[src/rtl/bmhq_pkg.sv]
// ----------------------------------------------------------------------------
// bmhq_pkg: shared types and constants of the binary min-heap queue
// Operation and status codes, the command passed from front to back,
// and the state encoding of the heap engine.
// ----------------------------------------------------------------------------
`default_nettype none

package bmhq_pkg;

  localparam int KEY_W       = 32;
  localparam int CAP_W       = 9;
  localparam int CNT_OUT_W   = 9;
  localparam int QUEUE_DEPTH = 2;

  localparam logic [CAP_W-1:0]        CAP_RESET   = 9'd256;
  localparam logic signed [KEY_W-1:0] EMPTY_VALUE = {KEY_W{1'b1}};

  typedef enum logic {
    OP_INSERT  = 1'b0,
    OP_EXTRACT = 1'b1
  } op_e;

  typedef enum logic [1:0] {
    ST_OK    = 2'd0,
    ST_FULL  = 2'd1,
    ST_EMPTY = 2'd2
  } status_e;

  typedef struct packed {
    op_e                      op;
    logic signed [KEY_W-1:0]  key;
  } cmd_t;

  typedef enum logic [2:0] {
    S_IDLE,
    S_UP_CHK,
    S_UP_CMP,
    S_EX_LD,
    S_DN_RD,
    S_DN_CMP,
    S_DONE
  } back_state_e;

endpackage

`default_nettype wire

[src/rtl/bmhq_front.sv]
// ----------------------------------------------------------------------------
// bmhq_front: input side of the heap queue
// Accepts input transactions, decodes the operation and buffers the
// commands in a short queue so the engine and the input stall independently.
// ----------------------------------------------------------------------------
`default_nettype none

module bmhq_front (
  input  wire                                   clk_i,
  input  wire                                   rst_ni,
  input  wire                                   in_valid_i,
  output logic                                  in_ready_o,
  input  wire                                   operation_i,
  input  wire logic signed [bmhq_pkg::KEY_W-1:0] key_i,
  output logic                                  cmd_valid_o,
  input  wire                                   cmd_ready_i,
  output bmhq_pkg::cmd_t                        cmd_o
);
  import bmhq_pkg::*;

  localparam int QPW = (QUEUE_DEPTH > 1) ? $clog2(QUEUE_DEPTH) : 1;
  localparam int QCW = $clog2(QUEUE_DEPTH + 1);

  cmd_t           q_mem [QUEUE_DEPTH];
  logic [QPW-1:0] wr_ptr_q, wr_ptr_d;
  logic [QPW-1:0] rd_ptr_q, rd_ptr_d;
  logic [QCW-1:0] q_cnt_q, q_cnt_d;
  logic           push, pop;
  cmd_t           cmd_in;

  assign cmd_in.op  = op_e'(operation_i);
  assign cmd_in.key = key_i;

  assign in_ready_o  = (q_cnt_q != QCW'(QUEUE_DEPTH));
  assign cmd_valid_o = (q_cnt_q != '0);
  assign cmd_o       = q_mem[rd_ptr_q];

  assign push = in_valid_i & in_ready_o;
  assign pop  = cmd_valid_o & cmd_ready_i;

  always_comb begin
    wr_ptr_d = wr_ptr_q;
    rd_ptr_d = rd_ptr_q;
    q_cnt_d  = q_cnt_q;
    if (push) begin
      wr_ptr_d = (wr_ptr_q == QPW'(QUEUE_DEPTH - 1)) ? '0 : wr_ptr_q + 1'b1;
    end
    if (pop) begin
      rd_ptr_d = (rd_ptr_q == QPW'(QUEUE_DEPTH - 1)) ? '0 : rd_ptr_q + 1'b1;
    end
    if (push && !pop) begin
      q_cnt_d = q_cnt_q + 1'b1;
    end else if (pop && !push) begin
      q_cnt_d = q_cnt_q - 1'b1;
    end
  end

  always_ff @(posedge clk_i or negedge rst_ni) begin
    if (!rst_ni) begin
      wr_ptr_q <= '0;
      rd_ptr_q <= '0;
      q_cnt_q  <= '0;
    end else begin
      wr_ptr_q <= wr_ptr_d;
      rd_ptr_q <= rd_ptr_d;
      q_cnt_q  <= q_cnt_d;
    end
  end

  always_ff @(posedge clk_i) begin
    if (push) begin
      q_mem[wr_ptr_q] <= cmd_in;
    end
  end

`ifndef SYNTHESIS
  a_q_cnt_bound: assert property (@(posedge clk_i) disable iff (!rst_ni)
    q_cnt_q <= QCW'(QUEUE_DEPTH))
    else $error("command queue overfilled");
`endif

endmodule

`default_nettype wire

[config.mk]
export PLATFORM = sky130hd
export DESIGN_NAME = bmhq_front
export DESIGN_NICKNAME = d
export VERILOG_FILES = /design/src/rtl/bmhq_pkg.sv /design/src/rtl/bmhq_front.sv
export SDC_FILE = /design/constraint.sdc
export NUM_CORES = 1
export LEC_CHECK = 0
export ABC_AREA = 1
export BUFFER_PORTS_ARGS = -buffer_cell sky130_fd_sc_hd__buf_2
export CORE_MARGIN = 2
export CORE_UTILIZATION = 45
export CTS_CLUSTER_SIZE = 8
export DETAILED_ROUTE_END_ITERATION = 16
export PLACE_DENSITY = 0.7
export SLEW_MARGIN = 20
export SYNTH_ARGS = -nofsm -noshare
export SYNTH_HDL_FRONTEND = slang
export SYNTH_SLANG_ARGS = --single-unit
[constraint.sdc]
create_clock -name clk_i -period 3 [get_ports clk_i]
set_clock_uncertainty 0.2 [all_clocks]
set_input_delay 0.3 -clock clk_i [delete_from_list [all_inputs] [get_ports clk_i]]
set_output_delay 0.3 -clock clk_i [all_outputs]
set_load 0.01 [all_outputs]
==> out/qor.txt, run 1 <==
Most frequent cell after synthesis: nand2_1
WL final: 5048 µm
Hold WC Path Type: in2reg
CP max FO: 21
HP Start: cmd_ready_i
Comb pwr share: 32.5%
Diode count: 0
Sw Ratio: 33.90%
Max-cap viol count: 0
Worst-margin pin slew: 0.9775 ns
NetSw: 1125 µW
GRT busiest layer: met2
Cts repair resizes: 0
Share of cells above drive strength 1: 33.12%
Worst rel slew slack: 34.68%
H-tree Lvls: 3
Static leakage: 0.001591 µW
GR Util met3: 4.945%
Main synth FF type: edfxtp_1
Reg-to-Reg Start: q_cnt_q[0]
GRT overflow: 0
Via Count: 1743
Final nets: 350
Outcome: finished, final reports clean
Sequential element share of the synthesized area: 77.00%
Mean Syn Cell Area: 13.45 µm²
Unrepaired setup endpoints after global routing: false
Routed Antenna Nets: 0
Clock Sink Count: 70
Crit-path most repeated cell: nand2_1
YS warnings: 0
Final hold viol count: 0
Post-synth top area share: 73.30%
Die footprint: 6645 µm²
Max VDD drop: 0.0004274 V
Syn-to-layout area delta: 34.94%
Biggest area consumer among synthesized cells: edfxtp_1
Starting DRT DRC Count: 118
Post-DR wirelength/cell: 12.88 µm
Max Slew Vio Count: 0
P_int: 2194 µW
Post-synth ARST share: 5.714%
CP max stage delay: 0.75 ns
Met1 Use GR: 19.99%
CP max-delay cell: dfrtp_1
Hold Slack: 0.03329 ns
Rows: 28
Clk_lat worst skew: 0.33 ns
Largest net degree at the start of global routing: 35
Die Ht: 81.52 µm
Fin crit share: 75.48%
Initial antenna violation count: 0
Vias in the first global route: 1676
CP startpoint kind: flip-flop
Fin Setup TNS: 0 ns
Syn nets: 239
Reg power frac: 43.6%
# IOs: 72
Clk slew on worst S/H paths: 0.07 ns
Met2 Usage GRT: 26.15%
Final Setup Violations: 0
CTS Root Buffer Type: clkbuf_8
Die W: 81.52 µm
Worst EP arrival: 1.76 ns
Starting Density: 46.21%
Top cells by area, synth: edfxtp_1 73%, nand2_1 13%, dfrtp_1 3.7%
Dpl hpwl: 2992 µm
Fmax: 441.6 MHz
DRC violations left: 0
TritonCTS clock tree: done
Vias per inst: 4.446
EDFF count, synth: 66
Final min period: 2.264 ns
Synth cell types: 17
Longest Clk Path Bufs: 2
Clock Power Share: 23.8%
Crit path required time: 2.50 ns
Setup CP Type: reg2out
Synth Cell Area: 2704 µm²
Total Routing Usage GR: 16.22%
Core footprint: 5851 µm²
Cell Pwr Density: 909.7 nW/µm²
Total clock buffers created by CTS: 9
CP Cell Sequence: buf_4 > nand2_1 > nand2_1 > buf_2
PortBufs: 71
Synth top cells by count: 95 x nand2_1, 66 x edfxtp_1, 12 x nand2_2
CP startpoint: rd_ptr_q
Pre-Repair DR Iteration Count: 4
FF+latch count, synth: 70
Final weighted congestion in routability-driven placement: 0.7262
Critical path endpoint category: output pin
First-pass GRT wire length: 7679 µm
Syn Inst Count: 201
-- layout make-up --
type / instances / area, µm²
fillers: 478 / 2202
clock inverters: 5 / 73.82
inverters: 7 / 33.78
clock buffers: 11 / 131.4
repair buffers: 107 / 710.7
multi-input cells: 117 / 523.0
well taps: 75 / 93.84
flip-flops and latches: 70 / 2082
-- routing by layer --
layer  vias to the layer above  part of all wire, %
met1                       789                   44
li1                        892                    -
met4                         0                  1.7
met2                        53                   49
met5                         -                    0
met3                         9                  5.7
-- path summary, 6_finish.rpt --
check                                to  slack [ns]  cells after the start
max                           cmd_o[24]        0.74                      4
max reg2reg                q_mem[1][28]        1.04                      4
min in group asynchronous      rd_ptr_q        0.10                      2
min reg2reg                  q_cnt_q[0]        0.33                      1
max in group asynchronous    q_cnt_q[1]        2.37                      2
min                            rd_ptr_q        0.03                      3
-- flip-flops by register name, indices dropped and copies added (netlist names) --
register,count
rd_ptr_q,1
q_cnt_q,2
wr_ptr_q,1
q_mem,66
-- what timing repair did --
item | CTS | global route
buffers inserted | 0 | 0
endpoints found under the hold margin | 70 | 0
hold buffers | 34 | 0
-- through the flow --
stage          utilization (%)  area [µm²]  std cells  power, µW  worst slack [ns]
2_1_floorplan                -        2704        201       2190            0.3945
3_3_place_gp             53.04        3103        342       2510             1.058
3_5_place_dp             53.04        3103        342       2534             1.044
4_1_cts                  62.36        3649        392       3355            0.7008
5_1_grt                  62.36        3649        392       3538            0.5752
6_report                 62.36        3649        392       3319            0.7355
-- cells by family after synthesis --
logic type | after synthesis | share of synthesized area, %
XOR/XNOR | 2 | 0.6480
adder cells (fa/ha/maj) | 1 | 0.4627
buffers and inverters | 14 | 4.211
flip-flops | 70 | 77.00
AND/OR/NAND/NOR | 114 | 17.68
-- critical path: cells and delay by family, from the launching register on --
kind / cells / cell delay (ns)
flops: 1 / 0.75
buf+inv: 2 / 0.50
simple gates: 2 / 0.17
-- power groups by stage --
stage	logic, µW	clock network [µW]	registers, µW
final	1080	791	1450
after detailed placement	1060	0	1470
after global placement	1050	0	1460
after global routing	1220	841	1470
after CTS	1100	803	1450
after floorplan	764	0	1430
-- placed cells by master (no fill, tap or decap), drive strengths merged --
| cell type | n |
|---|---|
| dlygate4sd3 | 34 |
| bufinv | 2 |
| buf | 73 |
| clkinv | 3 |
| nand2 | 109 |
| inv | 7 |
| ha | 1 |
| nand3 | 2 |
| clkbuf | 11 |
| xor2 | 1 |
| nand4 | 1 |
| dfrtp | 4 |
| nor2 | 2 |
| xnor2 | 1 |
| edfxtp | 66 |
Power figures use the tool's default switching activity.
==> run 2: changes to the inputs <==
--- a/config.mk
+++ b/config.mk
@@ -5,7 +5,7 @@
 export SDC_FILE = /design/constraint.sdc
 export NUM_CORES = 1
 export LEC_CHECK = 0
-export ABC_AREA = 1
+export ABC_AREA = 0
 export BUFFER_PORTS_ARGS = -buffer_cell sky130_fd_sc_hd__buf_2
 export CORE_MARGIN = 2
 export CORE_UTILIZATION = 45
==> constraint.sdc (replaced) <==
create_clock -name clk_i -period 2.2 [get_ports clk_i]
set_clock_uncertainty 0.2 [all_clocks]
set_input_delay 0.22 -clock clk_i [delete_from_list [all_inputs] [get_ports clk_i]]
set_output_delay 0.22 -clock clk_i [all_outputs]
set_load 0.01 [all_outputs]
==> run 2 against run 1 <==
First-iteration DRC count fell by 48%. Largest power group unchanged. Die area rose by 0.84%. Synthesized cell count fell by 40%. Critical path depth fell by 1. Final cell count fell by 18%. Critical endpoint is now cmd_o[12]. Utilization rose by 0.39 points.
==> out/qor.txt, run 2 <==
Outcome: finished, final reports clean
Most common cell after layout, fill and taps aside: buf_2
Syn nets: 159 (-33%)
Largest register FFs: 66 (unchanged)
Sequential element share of the synthesized area: 76.33% (-0.67 points)
Worst-margin pin slew: 0.2757 ns (-0.7018 ns)
CP top delay family: flip-flops
DRC violations left: 0 (unchanged)
Post-DR wirelength/cell: 14.42 µm (+12%)
Die footprint: 6700 µm² (+0.84%)
CTS Root Buffer Type: clkbuf_8
Synth cell types: 15 (-2)
Starting DRT DRC Count: 61 (-48%)
Synth Cell Area: 2728 µm² (+0.88%)
TritonCTS clock tree: done
Critical path endpoint category: output pin
Max VDD drop: 0.0007715 V (+81%)
Pre-Repair DR Iteration Count: 4 (unchanged)
CP max FO: 24 (+14%)
Diode count: 0 (unchanged)
Total Routing Usage GR: 14.42% (-1.8 points)
Max-cap viol count: 0 (unchanged)
Fmax: 540.3 MHz
Die Ht: 81.86 µm (+0.42%)
Post-synth ARST share: 5.714% (unchanged)
Via Count: 1449 (-17%)
Worst EP arrival: 1.43 ns (-0.33 ns)
Commonest non-fill, non-tap cells in the layout: 71 x buf_2, 66 x edfxtp_1, 35 x dlygate4sd3_1
Regs by FF count: q_mem x66, q_cnt_q x2
Biggest register: q_mem
Largest net degree at the start of global routing: 25 (-29%)
Cts repair resizes: 0 (unchanged)
Most frequent cell after synthesis: edfxtp_1
Synth top cells by count: 66 x edfxtp_1, 29 x mux2_4, 4 x dfrtp_1, 4 x mux2_2
WL final: 4615 µm (-8.6%)
Final Setup Violations: 0 (unchanged)
Biggest area consumer among synthesized cells: edfxtp_1
Clk_lat worst skew: 0.32 ns (about the same)
Unrepaired setup endpoints after global routing: false
Clk slew on worst S/H paths: 0.07 ns (about the same)
Total clock buffers created by CTS: 9 (unchanged)
Total Power: 4362 µW (+31%)
Starting Density: 46.34% (+0.13 points)
Hold WC Path Type: in2async
Initial antenna violation count: 0 (unchanged)
Share of cells above drive strength 1: 51.43% (+18 points)
Vias in the first global route: 1495 (-11%)
Syn Inst Count: 121 (-40%)
Fin crit share: 84.13%
FILL cells: 456 (-4.6%)
Longest Clk Path Bufs: 2 (unchanged)
Clock Sink Count: 70 (unchanged)
First-pass GRT wire length: 6803 µm (-11%)
Crit path required time: 1.78 ns (-0.72 ns)
Dpl hpwl: 2939 µm (-1.8%)
Number of buffers and inverters on the critical path: 2 (unchanged)
Final weighted congestion in routability-driven placement: 0.7233 (-0.40%)
GRT overflow: 0 (unchanged)
PortBufs: 71 (unchanged)
Rows: 28 (unchanged)
CP max stage delay: 0.38 ns (-0.37 ns)
Static leakage: 0.001506 µW (-5.3%)
CP Cell Sequence: buf_12 > mux2_2 > buf_2
Routed Antenna Nets: 0 (unchanged)
Syn-to-layout area delta: 35.41%
Die W: 81.86 µm (+0.42%)
CP max-delay cell: dfrtp_2
Final nets: 278 (-21%)
Max Slew Vio Count: 0 (unchanged)
Post-synth top area share: 72.66% (-0.64 points)
H-tree Lvls: 3 (unchanged)
Final min period: 1.851 ns
EDFF count, synth: 66 (unchanged)
Top cells by area, synth: edfxtp_1 73%, mux2_4 16%, dfrtp_1 3.7%
Setup CP Type: reg2out
CP startpoint kind: flip-flop
Final hold viol count: 0 (unchanged)
# IOs: 72 (unchanged)
Cell Pwr Density: 1181 nW/µm² (+30%)
Fin Setup TNS: 0 ns (unchanged)
Mean Syn Cell Area: 22.54 µm² (+68%)
CP startpoint: rd_ptr_q
YS warnings: 0 (unchanged)
Vias per inst: 4.528 (+1.8%)
Worst rel slew slack: 81.62% (+47 points)
FF+latch count, synth: 70 (unchanged)
Main synth FF type: edfxtp_1
Post-layout util: 62.76% (+0.39 points)
Reg-to-Reg Start: q_cnt_q[0]
Core footprint: 5886 µm² (+0.60%)
## run 2: changes by cell type in the layout (fill, tap and decap cells not counted), sizes merged, moves of 2 or more
cell    change
nand3       -2
buf         +4
inv         -6
xnor2       +2
bufinv      -2
nand2     -107
mux2       +33
## run 2: per-stage QoR
step,setup slack (ns),cells,cell area (µm²),hold WS (ns)
6_report,0.3490,320,3694,0.03974
5_1_grt,0.2824,320,3694,0.03239
4_1_cts,0.3110,320,3694,0.01093
3_5_place_dp,0.4893,269,3186,-0.1660
3_3_place_gp,0.5439,269,3186,-0.1657
2_1_floorplan,0.02324,121,2730,-0.2756
## run 2: worst register-to-register path, delay by kind of cell (launching register included)
kind | cells | cell delay [ns]
xor gates and xnor gates | 1 | 0.15
adders and majority gates | 1 | 0.33
buffers and inverters | 1 | 0.06
DFF | 1 | 0.42
and+or+nand+nor | 3 | 0.50
## run 2: cell families after synthesis
group / synth area share [%]
buffers and inverters: 2.752
and+or+nand+nor: 1.239
adders and majority gates: 0.4586
xor gates and xnor gates: 1.606
DFF: 76.33
muxes: 17.61
## run 2: cell type report
cell class	count	area (µm²)	share of cell area, %
well taps	75	93.84	2.541
flip-flops and latches	70	2083	56.40
repair buffers	112	775.7	21.00
clock inverters	5	26.28	0.7114
inverters	1	3.754	0.1016
clock buffers	11	131.4	3.557
multi-input cells	46	579.3	15.68
## run 2: power breakdown
group | switching, µW | internal, µW
clock | 435 | 400
sequential | 100 | 1830
combinational | 748 | 850
## run 2: repair_timing
action	4_1_cts	5_1_grt
setup buffers	0	0
hold endpoints to repair	71	0
hold buffers	35	0
## run 2: layer usage
layer | up-vias | track usage [%] | wire (µm)
met2 | 52 | 24.55 | 2444
met3 | 0 | 6.154 | 301
li1 | 703 | - | -
met5 | - | 0 | 0
met4 | 0 | 4.500 | 0
met1 | 694 | 16.43 | 1869
## run 2: final timing paths
kind | depth (start not counted) | slack [ns] | endpoint
max reg2reg | 6 | 0.46 | q_cnt_q[1]
min reg2reg | 1 | 0.29 | q_cnt_q[1]
max | 3 | 0.35 | cmd_o[12]
min in group clk_i | 3 | 0.07 | wr_ptr_q
max in group asynchronous | 2 | 1.62 | rd_ptr_q
min | 2 | 0.04 | wr_ptr_q
==> run 3: changes to the inputs <==
==> constraint.sdc (replaced) <==
create_clock -name clk_i -period 1.86 [get_ports clk_i]
set_clock_uncertainty 0.2 [all_clocks]
set_input_delay 0.186 -clock clk_i [delete_from_list [all_inputs] [get_ports clk_i]]
set_output_delay 0.186 -clock clk_i [all_outputs]
set_load 0.01 [all_outputs]
==> run 3 against run 2 <==
Global-route usage increased by 1.1 points. Total power increased by 30%. Clock power increased by 37%. Sequential share of layout area decreased by 2.8 points. Sequential power increased by 20%. Critical path depth unchanged. Cell area increased by 5.2%. Via count increased by 3.3%. Worst hold slack improved by 0.31 ns. Sequential cell count unchanged. Critical path type unchanged. Largest cell class unchanged. Largest power group unchanged.
==> out/qor.txt, run 3 (synthesis gave the netlist of run 2 again) <==
Biggest register: q_mem
Diode count: 0 (unchanged)
Longest Clk Path Bufs: 2 (unchanged)
Most common cell after layout, fill and taps aside: edfxtp_1
Vias in the first global route: 1607 (+7.5%)
Clk_lat worst skew: 0.32 ns (about the same)
Final nets: 281 (+1.1%)
Regs by FF count: q_mem x66, q_cnt_q x2
Worst-margin pin slew: 0.1928 ns (-0.08288 ns)
PortBufs: 71 (unchanged)
Starting DRT DRC Count: 54 (-11%)
Initial antenna violation count: 0 (unchanged)
Max Slew Vio Count: 0 (unchanged)
Routed Antenna Nets: 0 (unchanged)
Fin crit share: 97.28%
CP startpoint kind: flip-flop
Fin Setup TNS: 0 ns (unchanged)
Commonest non-fill, non-tap cells in the layout: 66 x edfxtp_1, 60 x buf_2, 37 x dlygate4sd3_1
DP Area: 3191 µm² (+0.16%)
Final weighted congestion in routability-driven placement: 0.7326 (+1.3%)
Worst rel slew slack: 87.10% (+5.5 points)
Setup CP Type: reg2out
Rows: 28 (unchanged)
Hold Slack: 0.3463 ns (+0.3066 ns)
Core footprint: 5886 µm² (unchanged)
Area of the multi-input gates: 609.3 µm² (+5.2%)
Max VDD drop: 0.0009611 V (+25%)
Vias per inst: 4.635 (+2.4%)
CP max FO: 17 (-29%)
CTS Root Buffer Type: clkbuf_8
Clk slew on worst S/H paths: 0.07 ns (about the same)
Critical path endpoint category: output pin
FF/Latch Area: 2083 µm² (unchanged)
First-pass GRT wire length: 7383 µm (+8.5%)
GR Util met3: 4.066% (-2.1 points)
Cell Pwr Density: 1456 nW/µm² (+23%)
Post-layout util: 66.03% (+3.3 points)
GRT busiest layer: met2
CP Cell Sequence: buf_12 > mux2_4 > buf_2
CP max stage delay: 0.44 ns (+0.06 ns)
Via Count: 1497 (+3.3%)
Share of cells above drive strength 1: 52.42% (+0.99 points)
TritonCTS clock tree: done
Max-cap viol count: 0 (unchanged)
Met1 Use GR: 15.53% (-0.91 points)
Starting Density: 46.34% (unchanged)
GRT overflow: 0 (unchanged)
Fmax: 552.7 MHz
H-tree Lvls: 3 (unchanged)
# IOs: 72 (unchanged)
Total Routing Usage GR: 15.53% (+1.1 points)
Met2 Usage GRT: 29.11% (+4.6 points)
Die Ht: 81.86 µm (unchanged)
Pre-Repair DR Iteration Count: 4 (unchanged)
Hold WC Path Type: reg2reg
Largest register FFs: 66 (unchanged)
Static leakage: 0.001590 µW (+5.6%)
Crit path required time: 1.47 ns (-0.31 ns)
Dpl hpwl: 3077 µm (+4.7%)
Final Setup Violations: 0 (unchanged)
Outcome: finished, final reports clean
Post-DR wirelength/cell: 15.90 µm (+10%)
Worst EP arrival: 1.42 ns (about the same)
Design area: 3886 µm² (+5.2%)
Post-CTS Setup Bufs: 0 (unchanged)
DRC violations left: 0 (unchanged)
Number of buffers and inverters on the critical path: 2 (unchanged)
Die W: 81.86 µm (unchanged)
Unrepaired setup endpoints after global routing: true
WL final: 5135 µm (+11%)
Total clock buffers created by CTS: 9 (unchanged)
Final min period: 1.809 ns
CP max-delay cell: dfrtp_2
Largest net degree at the start of global routing: 35 (+40%)
Die footprint: 6700 µm² (unchanged)
FILL cells: 417 (-8.6%)
Final hold viol count: 0 (unchanged)
Clock Sink Count: 70 (unchanged)
Syn-to-layout area delta: 42.48%
CP top delay family: flip-flops
==> run 3: cell types whose count changed in the layout (fill, tap and decap cells not counted), moves of 2 or more <==
cell,before,now
buf_4,4,2
clkinv_2,3,1
mux2_4,29,33
dlygate4sd3_1,35,37
mux2_2,4,0
buf_2,71,60
buf_6,0,12
==> run 3: per-stage QoR <==
stage               total power [µW]  cells  setup WS, ns
floorplan                       3652    121       0.02955
global placement                4099    268        0.2201
detailed placement              4190    268       0.03127
CTS                             5440    320     -0.008985
global route                    5943    323      -0.01578
finish                          5657    323       0.05067
==> run 3: worst paths after layout <==
kind | from | endpoint | slack (ns) | cells past startpoint
min in group asynchronous | rst_ni | wr_ptr_q | 0.57 | 3
worst max register to register | q_cnt_q[0] | q_cnt_q[1] | 0.07 | 7
worst max-delay path | rd_ptr_q | cmd_o[8] | 0.05 | 3
worst min register to register | wr_ptr_q | wr_ptr_q | 0.35 | 1
worst min-delay path | wr_ptr_q | wr_ptr_q | 0.35 | 1
max in group asynchronous | rst_ni | rd_ptr_q | 0.70 | 3
==> run 3: area by class of cell <==
type	instances	share of cell area [%]
multi-input combinational	46	15.68
timing repair buffer	115	23.31
inverter	1	0.09659
sequential	70	53.61
tap	75	2.415
clock buffer	10	3.284
clock inverter	6	1.610
==> run 3: per-layer routing <==
metal	routed length, µm	vias to the layer above
met1	1968	725
met5	0	-
met4	77	0
met3	253	7
li1	-	711
met2	2835	54
==> run 3: repair_timing <==
item,4_1_cts,5_1_grt
gates cloned,0,2
pin swaps,0,2
setup endpoints to repair,4,34
gates resized for setup,5,13
hold buffers,36,1
hold endpoints to repair,71,1
==> run 3: where the power goes <==
part           switching [µW]  leakage (µW)  internal [µW]
logic                     960      0.000841           1240
registers                 152      0.000659           2160
clock network             529     0.0000899            615
total                    1640       0.00159           4020
